<file path="src/sbt_ram.sv">
// Simple dual-port entry memory: one write port, one registered read port.
module sbt_ram #(
  parameter int DEPTH = 64,
  parameter int WIDTH = 64
) (
  input  logic                     clk,
  input  logic                     we,
  input  logic [$clog2(DEPTH)-1:0] wa,
  input  logic [WIDTH-1:0]         wd,
  input  logic [$clog2(DEPTH)-1:0] ra,
  output logic [WIDTH-1:0]         rd
);

  logic [WIDTH-1:0] mem [DEPTH];

  // Write one word
  always_ff @(posedge clk) begin
    if (we) begin
      mem[wa] <= wd;
    end
  end

  // Read one word through a registered output
  always_ff @(posedge clk) begin
    rd <= mem[ra];
  end

endmodule

</file>
<file path="config.mk">
export PLATFORM = sky130hd
export DESIGN_NAME = sbt_ram
export DESIGN_NICKNAME = d
export VERILOG_FILES = /design/src/sbt_ram.sv
export SDC_FILE = /design/constraint.sdc
export NUM_CORES = 2
export LEC_CHECK = 0
export BUFFER_PORTS_ARGS = -buffer_cell sky130_fd_sc_hd__buf_4
export CAP_MARGIN = 30
export CORE_ASPECT_RATIO = 0.6
export CORE_UTILIZATION = 25
export DETAILED_ROUTE_END_ITERATION = 12
export PLACE_DENSITY = 0.48
export REMOVE_ABC_BUFFERS = 1
export SLEW_MARGIN = 20
export SYNTH_ARGS = -nofsm -noshare
export SYNTH_HDL_FRONTEND = slang
export SYNTH_SLANG_ARGS = --single-unit
</file>
<file path="constraint.sdc">
create_clock -name clk -period 6.68 [get_ports clk]
set_input_delay 0.668 -clock clk [delete_from_list [all_inputs] [get_ports clk]]
set_output_delay 0.668 -clock clk [all_outputs]
set_load 0.01 [all_outputs]
</file>
==> impl_metrics.csv <==
group,metric,value,unit
placed_design,place_hpwl,278,mm
power,internal_power,0.0420,W
global_routing,grt_first_pass_wirelength,683,mm
clocking,cts_setup_buffers,0,
critical_path,r2r-start,"mem[12][34]",
sta,slew_headroom,28.3,%
logic_synthesis,synth_top_area_share,78.7,%
sta,rsz0062_at_grt,"no",
logic_synthesis,synth_top_area_cell,"edfxtp_1",
critical_path,cp-start-kind,"input pin",
layout,final_util,29.2,%
route,wl,509,mm
layout,final_cells,15600,
sta,fin_setup_tns,0,ns
clocking,clock_sinks,4160,
die,die_area,0.629,mm2
route,vias_per_cell,5.00,
global_routing,grt_use_total,15.6,%
sta,setup_violations,0,
critical_path,endpoint,"rd[11]",
sta,fin_skew,0.0469,ns
power,power.switching,0.0119,W
sta,worst_pin_slew,1.07,ns
placed_design,gp_congestion,0.756,
critical_path,crit_type,"in -> reg",
die,die_w,1.02,mm
sta,slew_violations,0,
critical_path,r2r-end,"rd[34]",
global_routing,grt_pass1_vias,75900,
placed_design,portBuffers,141,
clocking,clkTransAtPathRegs,0.06,ns
critical_path,crit_start,"ra[0]",
clocking,tritoncts,"done",
logic_synthesis,syn_area,0.156,mm2
route,drtIter0Drc,12100,
power,p_total,0.0539,W
critical_path,required,7.48,ns
sta,finalHoldViolCount,0,
power,clkPwrFrac,41.2,%
route,drtAntennaViolNets,0,
sta,finalCritPeriodShare,49.7,%
clocking,cts.repair.resized,0,
clocking,cts_buffers,361,
route,dr_total_vias,77700,
power,leakage,54.8,nW
logic_synthesis,avgSynthCellArea,23.7,um2
global_routing,antenna_found_initial,64,
clocking,holdBufCountCts,0,
route,drtPass1Iterations,5,
die,num_io_pins,142,
critical_path,regToRegSetupSlack,4.29,ns
critical_path,worstSetupEndpointType,"register",
die,start_util,25.2,%
critical_path,arrival,4.12,ns
layout,drive_gt1_share,28.4,%
logic_synthesis,synth_cells,6598,
logic_synthesis,synthTopCellsByArea,"edfxtp_1 79%, mux4_2 15%, mux2i_1 0.86%, dfxtp_1 0.82%, a22oi_1 0.81%",
critical_path,ff2ff_path_depth,5,
power,p_sw_share,22.1,%
logic_synthesis,yosys_warnings,0,
placed_design,placed_cell_area,0.169,mm2
clocking,clk_path_buf_depth,4,
die,num_rows,224,
flow_run,maxCapViolations,0,
power,power_frac_seq,53.8,%
global_routing,grt_max_degree,105,
die,core,0.622,mm2
placed_design,dpl.cell_count,14900,
power,power_density,296,mW/mm2
sta,max_freq,301,MHz
clocking,h-tree-depth,5,
run_status,status,"finished clean",
layout,fillCellCount,59900,
die,die_h,615,um
min_path,hp-class,"in -> reg",
logic_synthesis,seq_area_frac_synth,79.5,%
layout,stdcell_area,0.182,mm2
route,avgRoutedWirePerCell,32.7,um
logic_synthesis,synth-seq-cells,4160,
route,drc,0,
layout,area_growth,16.3,%
clocking,root_buffer,"clkbuf_16",
power,combinationalPowerShare,5.0,%
sta,fin_crit,3.32,ns
global_routing,grt.overflow.total,0,
critical_path,path_max_fanout,69,
clocking,clk_latency,0.96,ns
layout,nets,7064,
min_path,min-delay-start,"wd[12]",
power,ir_drop,0.000219,V
logic_synthesis,synth.distinct_cells,33,
## cells in the final DEF (no fill, tap or decap), types with 47 or more instances in the layout
cell,instances
a211oi_1,63
a22o_1,88
a22oi_1,168
and3_1,64
buf_12,81
buf_4,305
clkbuf_1,74
clkbuf_16,364
clkinv_1,50
clkinv_2,62
dfxtp_1,64
edfxtp_1,4096
mux2i_1,135
mux4_2,1024
nand2_1,55
nor2_1,47
nor2_4,64
o22ai_1,83
## stage by stage
step	setup slack [ns]	hold slack, ns
2_1_floorplan	0.712	0.767
3_3_place_gp	2.32	0.832
3_5_place_dp	2.33	0.835
4_1_cts	3.36	0.144
5_1_grt	3.23	0.169
6_report	3.36	0.202
## power by group through the flow
stage | clock network [W] | registers, W | logic [W]
4_1_cts | 0.0226 | 0.0290 | 0.00271
3_5_place_dp | 0 | 0.0296 | 0.00271
5_1_grt | 0.0235 | 0.0290 | 0.00284
2_1_floorplan | 0 | 0.0295 | 0.00105
3_3_place_gp | 0 | 0.0296 | 0.00267
6_report | 0.0222 | 0.0290 | 0.00268
## cell usage after synthesis
library cell  count
or3_1            29
o221ai_1         38
clkbuf_1        140
and2_1            3
buf_1            20
nand4b_1          1
mux2i_1         135
dfxtp_1          64
nand3b_1          2
nor2_1          112
nand2_1          58
a41oi_1          26
a31oi_1          18
buf_6             6
a211oi_1         63
or3b_2            1
o22ai_1          83
a22o_1           88
a2bb2oi_1        19
mux4_2         1024
nand4_1           2
nor3_1            2
edfxtp_1       4096
nand3_1          45
or2_2            28
inv_1            19
nor2b_1          28
a31o_1            1
nand2b_1         11
buf_2           170
and3_1           64
buf_4            34
a22oi_1         168
## critical path, cell delays in order
cell	delay, ns
buf_16	0.25
buf_12	0.51
buf_12	0.42
mux4_2	0.55
mux2i_1	0.19
nand2_1	0.09
a41oi_1	0.83
a211oi_1	0.11
## worst min path at each step
stage | end | slack, ns | cells past startpoint
6_report | mem[22][12] | 0.20 | 1
5_1_grt | mem[51][2] | 0.17 | 1
4_1_cts | mem[22][0] | 0.14 | 1
3_5_place_dp | rd[44] | 0.84 | 4
3_3_place_gp | rd[10] | 0.83 | 4
2_1_floorplan | mem[0][0] | 0.77 | 0
## sequential cells by signal, summed over array words and instances, names as in the netlist
signal	count
rd	64
mem	4096
## cell type report
class	count	area [um2]	area share, %
timing repair buffer	395	4100	2.26
clock inverter	201	2500	1.37
inverter	19	71.3	0.0392
tap	8249	10300	5.68
multi-input combinational	2049	30800	16.9
sequential	4160	124000	68.4
clock buffer	462	9720	5.34
antenna	19	47.5	0.0261
## metal layers
| layer | vias to the layer above | global-route usage (%) | share of wire (%) |
|---|---|---|---|
| li1 | 29300 | - | - |
| met1 | 43800 | 24.4 | 46 |
| met2 | 3992 | 22.5 | 43 |
| met3 | 597 | 3.34 | 9.6 |
| met4 | 18 | 2.62 | 1.8 |
| met5 | - | 0 | 0.022 |
## kinds of logic (layout without fill, tap and decap cells)
group / after synthesis / after routing / share of synthesized area [%]
compound gates: 504 / 504 / 2.48
buf+inv: 389 / 1077 / 1.18
flops: 4160 / 4160 / 79.5
mux: 1159 / 1159 / 15.6
other cells: 0 / 19 / 0
simple gates: 386 / 386 / 1.24
Note: power is estimated with default switching activity, not from simulation.
