**src/sbt_pkg.sv**
```systemverilog
// Shared codes, state type and widths for the sorted bitset table.
package sbt_pkg;

  // Item kinds
  localparam logic [1:0] KIND_LOAD   = 2'd0;
  localparam logic [1:0] KIND_INSERT = 2'd1;
  localparam logic [1:0] KIND_REMOVE = 2'd2;
  localparam logic [1:0] KIND_READ   = 2'd3;

  // Result status codes
  localparam logic [1:0] STATUS_OK   = 2'd0;
  localparam logic [1:0] STATUS_FULL = 2'd1;
  localparam logic [1:0] STATUS_POS  = 2'd2;

  // Width of one set word
  localparam int WORD_BITS = 64;

  typedef logic [WORD_BITS-1:0] word_t;

  typedef enum logic [2:0] {
    ST_IDLE,
    ST_SCAN,
    ST_PLACE,
    ST_SHIFT,
    ST_RDWAIT,
    ST_FINISH
  } state_t;

endpackage

```
**src/sbt_staging.sv**
```systemverilog
// Staging set memory; words never loaded since reset read as zero.
module sbt_staging
  import sbt_pkg::*;
#(
  parameter int SET_WORDS = 4
) (
  input  logic                                         clk,
  input  logic                                         rst,
  input  logic                                         we,
  input  logic [((SET_WORDS > 1) ? $clog2(SET_WORDS) : 1)-1:0] wa,
  input  word_t                                        wd,
  input  logic [((SET_WORDS > 1) ? $clog2(SET_WORDS) : 1)-1:0] ra,
  output word_t                                        rd
);

  word_t mem [SET_WORDS];
  logic  vld [SET_WORDS];

  // Write one word
  always_ff @(posedge clk) begin
    if (we) begin
      mem[wa] <= wd;
    end
  end

  // Mark loaded words, clear all marks at reset
  always_ff @(posedge clk) begin
    if (rst) begin
      for (int i = 0; i < SET_WORDS; i++) begin
        vld[i] <= 1'b0;
      end
    end else if (we) begin
      vld[wa] <= 1'b1;
    end
  end

  // Read one word through a registered output; unloaded words read as zero
  always_ff @(posedge clk) begin
    rd <= vld[ra] ? mem[ra] : '0;
  end

endmodule

```
**config.mk**
```make
export PLATFORM = sky130hd
export DESIGN_NAME = sbt_staging
export DESIGN_NICKNAME = d
export VERILOG_FILES = /design/src/sbt_pkg.sv /design/src/sbt_staging.sv
export SDC_FILE = /design/constraint.sdc
export NUM_CORES = 1
export LEC_CHECK = 0
export BUFFER_PORTS_ARGS = -buffer_cell sky130_fd_sc_hd__buf_4
export CORE_UTILIZATION = 52
export DETAILED_ROUTE_END_ITERATION = 8
export PLACE_DENSITY = 0.75
export SLEW_MARGIN = 20
export SYNTH_ARGS = -nofsm -noshare
export SYNTH_HDL_FRONTEND = slang
export SYNTH_SLANG_ARGS = --single-unit
```
**constraint.sdc**
```tcl
create_clock -name clk -period 6.7 [get_ports clk]
set_clock_uncertainty 0.1 [all_clocks]
set_input_delay 1.34 -clock clk [delete_from_list [all_inputs] [get_ports clk]]
set_output_delay 1.34 -clock clk [all_outputs]
set_load 0.05 [all_outputs]
```
==> flow_summary.json <==
{
  "status": "finished clean",
  "cts.root.buffer_cell": "clkbuf_16",
  "ys_ff_latch": 324,
  "htree_levels": 1,
  "synth_largest_area_cell": "edfxtp_1",
  "synth_top_area_share_pct": 69.8,
  "drive_gt1_share_pct": 38.2,
  "synth.area.top_cells": "edfxtp_1 (70%), mux4_2 (12%), dfxtp_1 (11%)",
  "dp.cells": 880,
  "synthTopCellsByCount": "edfxtp_1 (260), and2_1 (64), dfxtp_1 (64)",
  "cp.required_ns": 7.04,
  "grt_setup_unrepaired": "false",
  "criticalPathCategory": "primary input to register",
  "critPathArrivalTime_ns": 3.38,
  "clkTransAtPathRegs_ns": 0.06,
  "yosys_warnings": 0,
  "grt_start_max_net_pins": 66,
  "finalSetupViolCount": 0,
  "cts_buffers": 31,
  "synth_seq_area_share_pct": 81.2,
  "fin_cells": 937,
  "drc": 0,
  "syn_avg_cell_area_um2": 23.0,
  "grt_pass1_wl_um": 30000,
  "drt-pass1-iter-count": 4,
  "multi_input_area_um2": 1990,
  "synthCells": 487,
  "power.leakage_nw": 4.76,
  "ios": 135,
  "grt_pass1_vias": 5442,
  "synth_edf_count": 260,
  "crit_fanout": 41,
  "layout_min_cycle_time_ns": 3.04,
  "synth_top_flop_cell": "edfxtp_1",
  "gr-total-overflow": 0,
  "die_h_um": 149,
  "port_buffers": 134,
  "tns_ns": 0,
  "fin_ws_ns": 3.66,
  "cts.hold.buffers_added": 0,
  "synth_fp_nets": 558,
  "synth-async-reset-ratio_pct": 0,
  "dp_slack_ns": 2.99,
  "die-area_um2": 22100,
  "syn-cell-area_um2": 11200,
  "cts.sinks": 324,
  "cp_cell_sequence": "buf_4, buf_4, mux4_1, and2_1",
  "routabilityCongestion": 0.716,
  "drt-initial-drc-count": 252,
  "final.period_utilization_pct": 45.4,
  "clockBufferDepth": 3,
  "worstMarginPinSlew_ns": 1.04,
  "grt_usage_pct": 18.4,
  "post_drt_wl_per_cell_um": 20.7,
  "rows": 53,
  "antenna_found_initial": 0,
  "synth_cell_types": 18,
  "relSlewSlack_pct": 31.0,
  "critPathSlowestCell": "buf_4",
  "peakVddDrop_mv": 0.219,
  "synth.most_common_cell": "edfxtp_1",
  "syn_to_final_growth_pct": 20.3,
  "core_area_um2": 21100,
  "cellPowerDensity_nw_per_um2": 330,
  "via_per_inst": 5.33,
  "fmax_mhz": 328,
  "routed_wl_um": 19400,
  "area.sequential_um2": 9090,
  "hp-class": "register to register",
  "diodes": 0,
  "ctsResizeCount": 0,
  "fillCellCount": 1427,
  "cp-end-kind": "register",
  "cts_tree": "done",
  "drv_cap": 0,
  "hpwl_um": 10900,
  "start_util_pct": 53.1,
  "ant_nets": 0,
  "post_cts_buffers": 0,
  "cp-start-kind": "primary input",
  "clk_latency_ns": 0.54,
  "cpMostUsedCell": "buf_4",
  "vias": 4991,
  "finalMaxSlewViolations": 0,
  "die_w_um": 149,
  "hold_violations": 0,
  "slowest_delay_ns": 0.75,
  "fin_nets": 709
}
[final timing paths]
kind | start | endpoint | slack [ns] | depth (start not counted)
worst max-delay path | ra[0] | rd[30] | 3.66 | 4
worst min register to register | mem[2][34] | rd[34] | 0.55 | 2
worst min-delay path | mem[2][34] | rd[34] | 0.55 | 2
worst max register to register | vld[3] | rd[53] | 4.89 | 2
[stage by stage]
stage	area, um^2	hold WS (ns)	utilization (%)	power, mW
floorplan	11200	0.519	-	2.66
global placement	12500	0.530	59.1	2.81
detailed placement	12500	0.545	59.2	2.83
CTS	13500	0.559	63.8	4.47
global route	13500	0.579	63.8	4.58
finish	13500	0.549	63.8	4.44
[cell families after synthesis]
kind of cell | share of synthesized area [%]
compound gates | 0.0671
flops | 81.2
mux | 13.2
simple gates | 4.25
buf+inv | 1.24
[sequential cells by signal, summed over array words and instances (netlist names)]
name / count
mem: 256
rd: 64
vld: 4
[routing by layer]
metal / GRT usage [%] / share of wire [%] / vias to the layer above
met5: 0 / 0 / -
met4: 4.64 / 2.1 / 0
met3: 4.17 / 6.3 / 30
met2: 31.8 / 51 / 141
met1: 23.6 / 41 / 2571
li1: - / - / 2249
[layout by cell type (no fill, tap or decap)]
master	netlist	layout
and2_1	64	64
and3_4	0	1
and3b_4	0	1
buf_12	0	1
buf_4	0	137
bufinv_16	0	2
clkbuf_1	7	4
clkbuf_16	0	31
clkbuf_8	0	4
clkinv_1	0	6
clkinv_2	0	9
dfxtp_1	64	64
edfxtp_1	260	260
inv_1	1	1
inv_8	0	1
mux4_1	4	4
mux4_2	61	60
mux4_4	0	1
nand2_1	1	1
nand2b_1	1	1
nor2_4	0	1
nor3_1	1	1
nor3b_1	3	2
nor3b_4	0	1
o21bai_1	1	1
or2_2	3	3
[worst max-delay path: cells and delay by family]
family | cells | cell delay, ns
mux | 1 | 0.65
simple gates | 1 | 0.17
buf+inv | 2 | 1.18
[cell type report]
type	instances	share of cell area [%]
Inverter	1	0.0279
Timing Repair Buffer	138	7.79
Sequential cell	324	67.5
Tap cell	275	2.56
Clock inverter	18	1.03
Clock buffer	39	6.28
Multi-Input combinational cell	142	14.8
[power by group]
group	internal (mW)	switching (mW)	total [mW]	leakage, nW
Sequential	2.30	0.0376	2.34	2.92
Combinational	0.163	0.272	0.435	1.34
Clock	0.965	0.696	1.66	0.494
(Power assumes the default switching activity.)
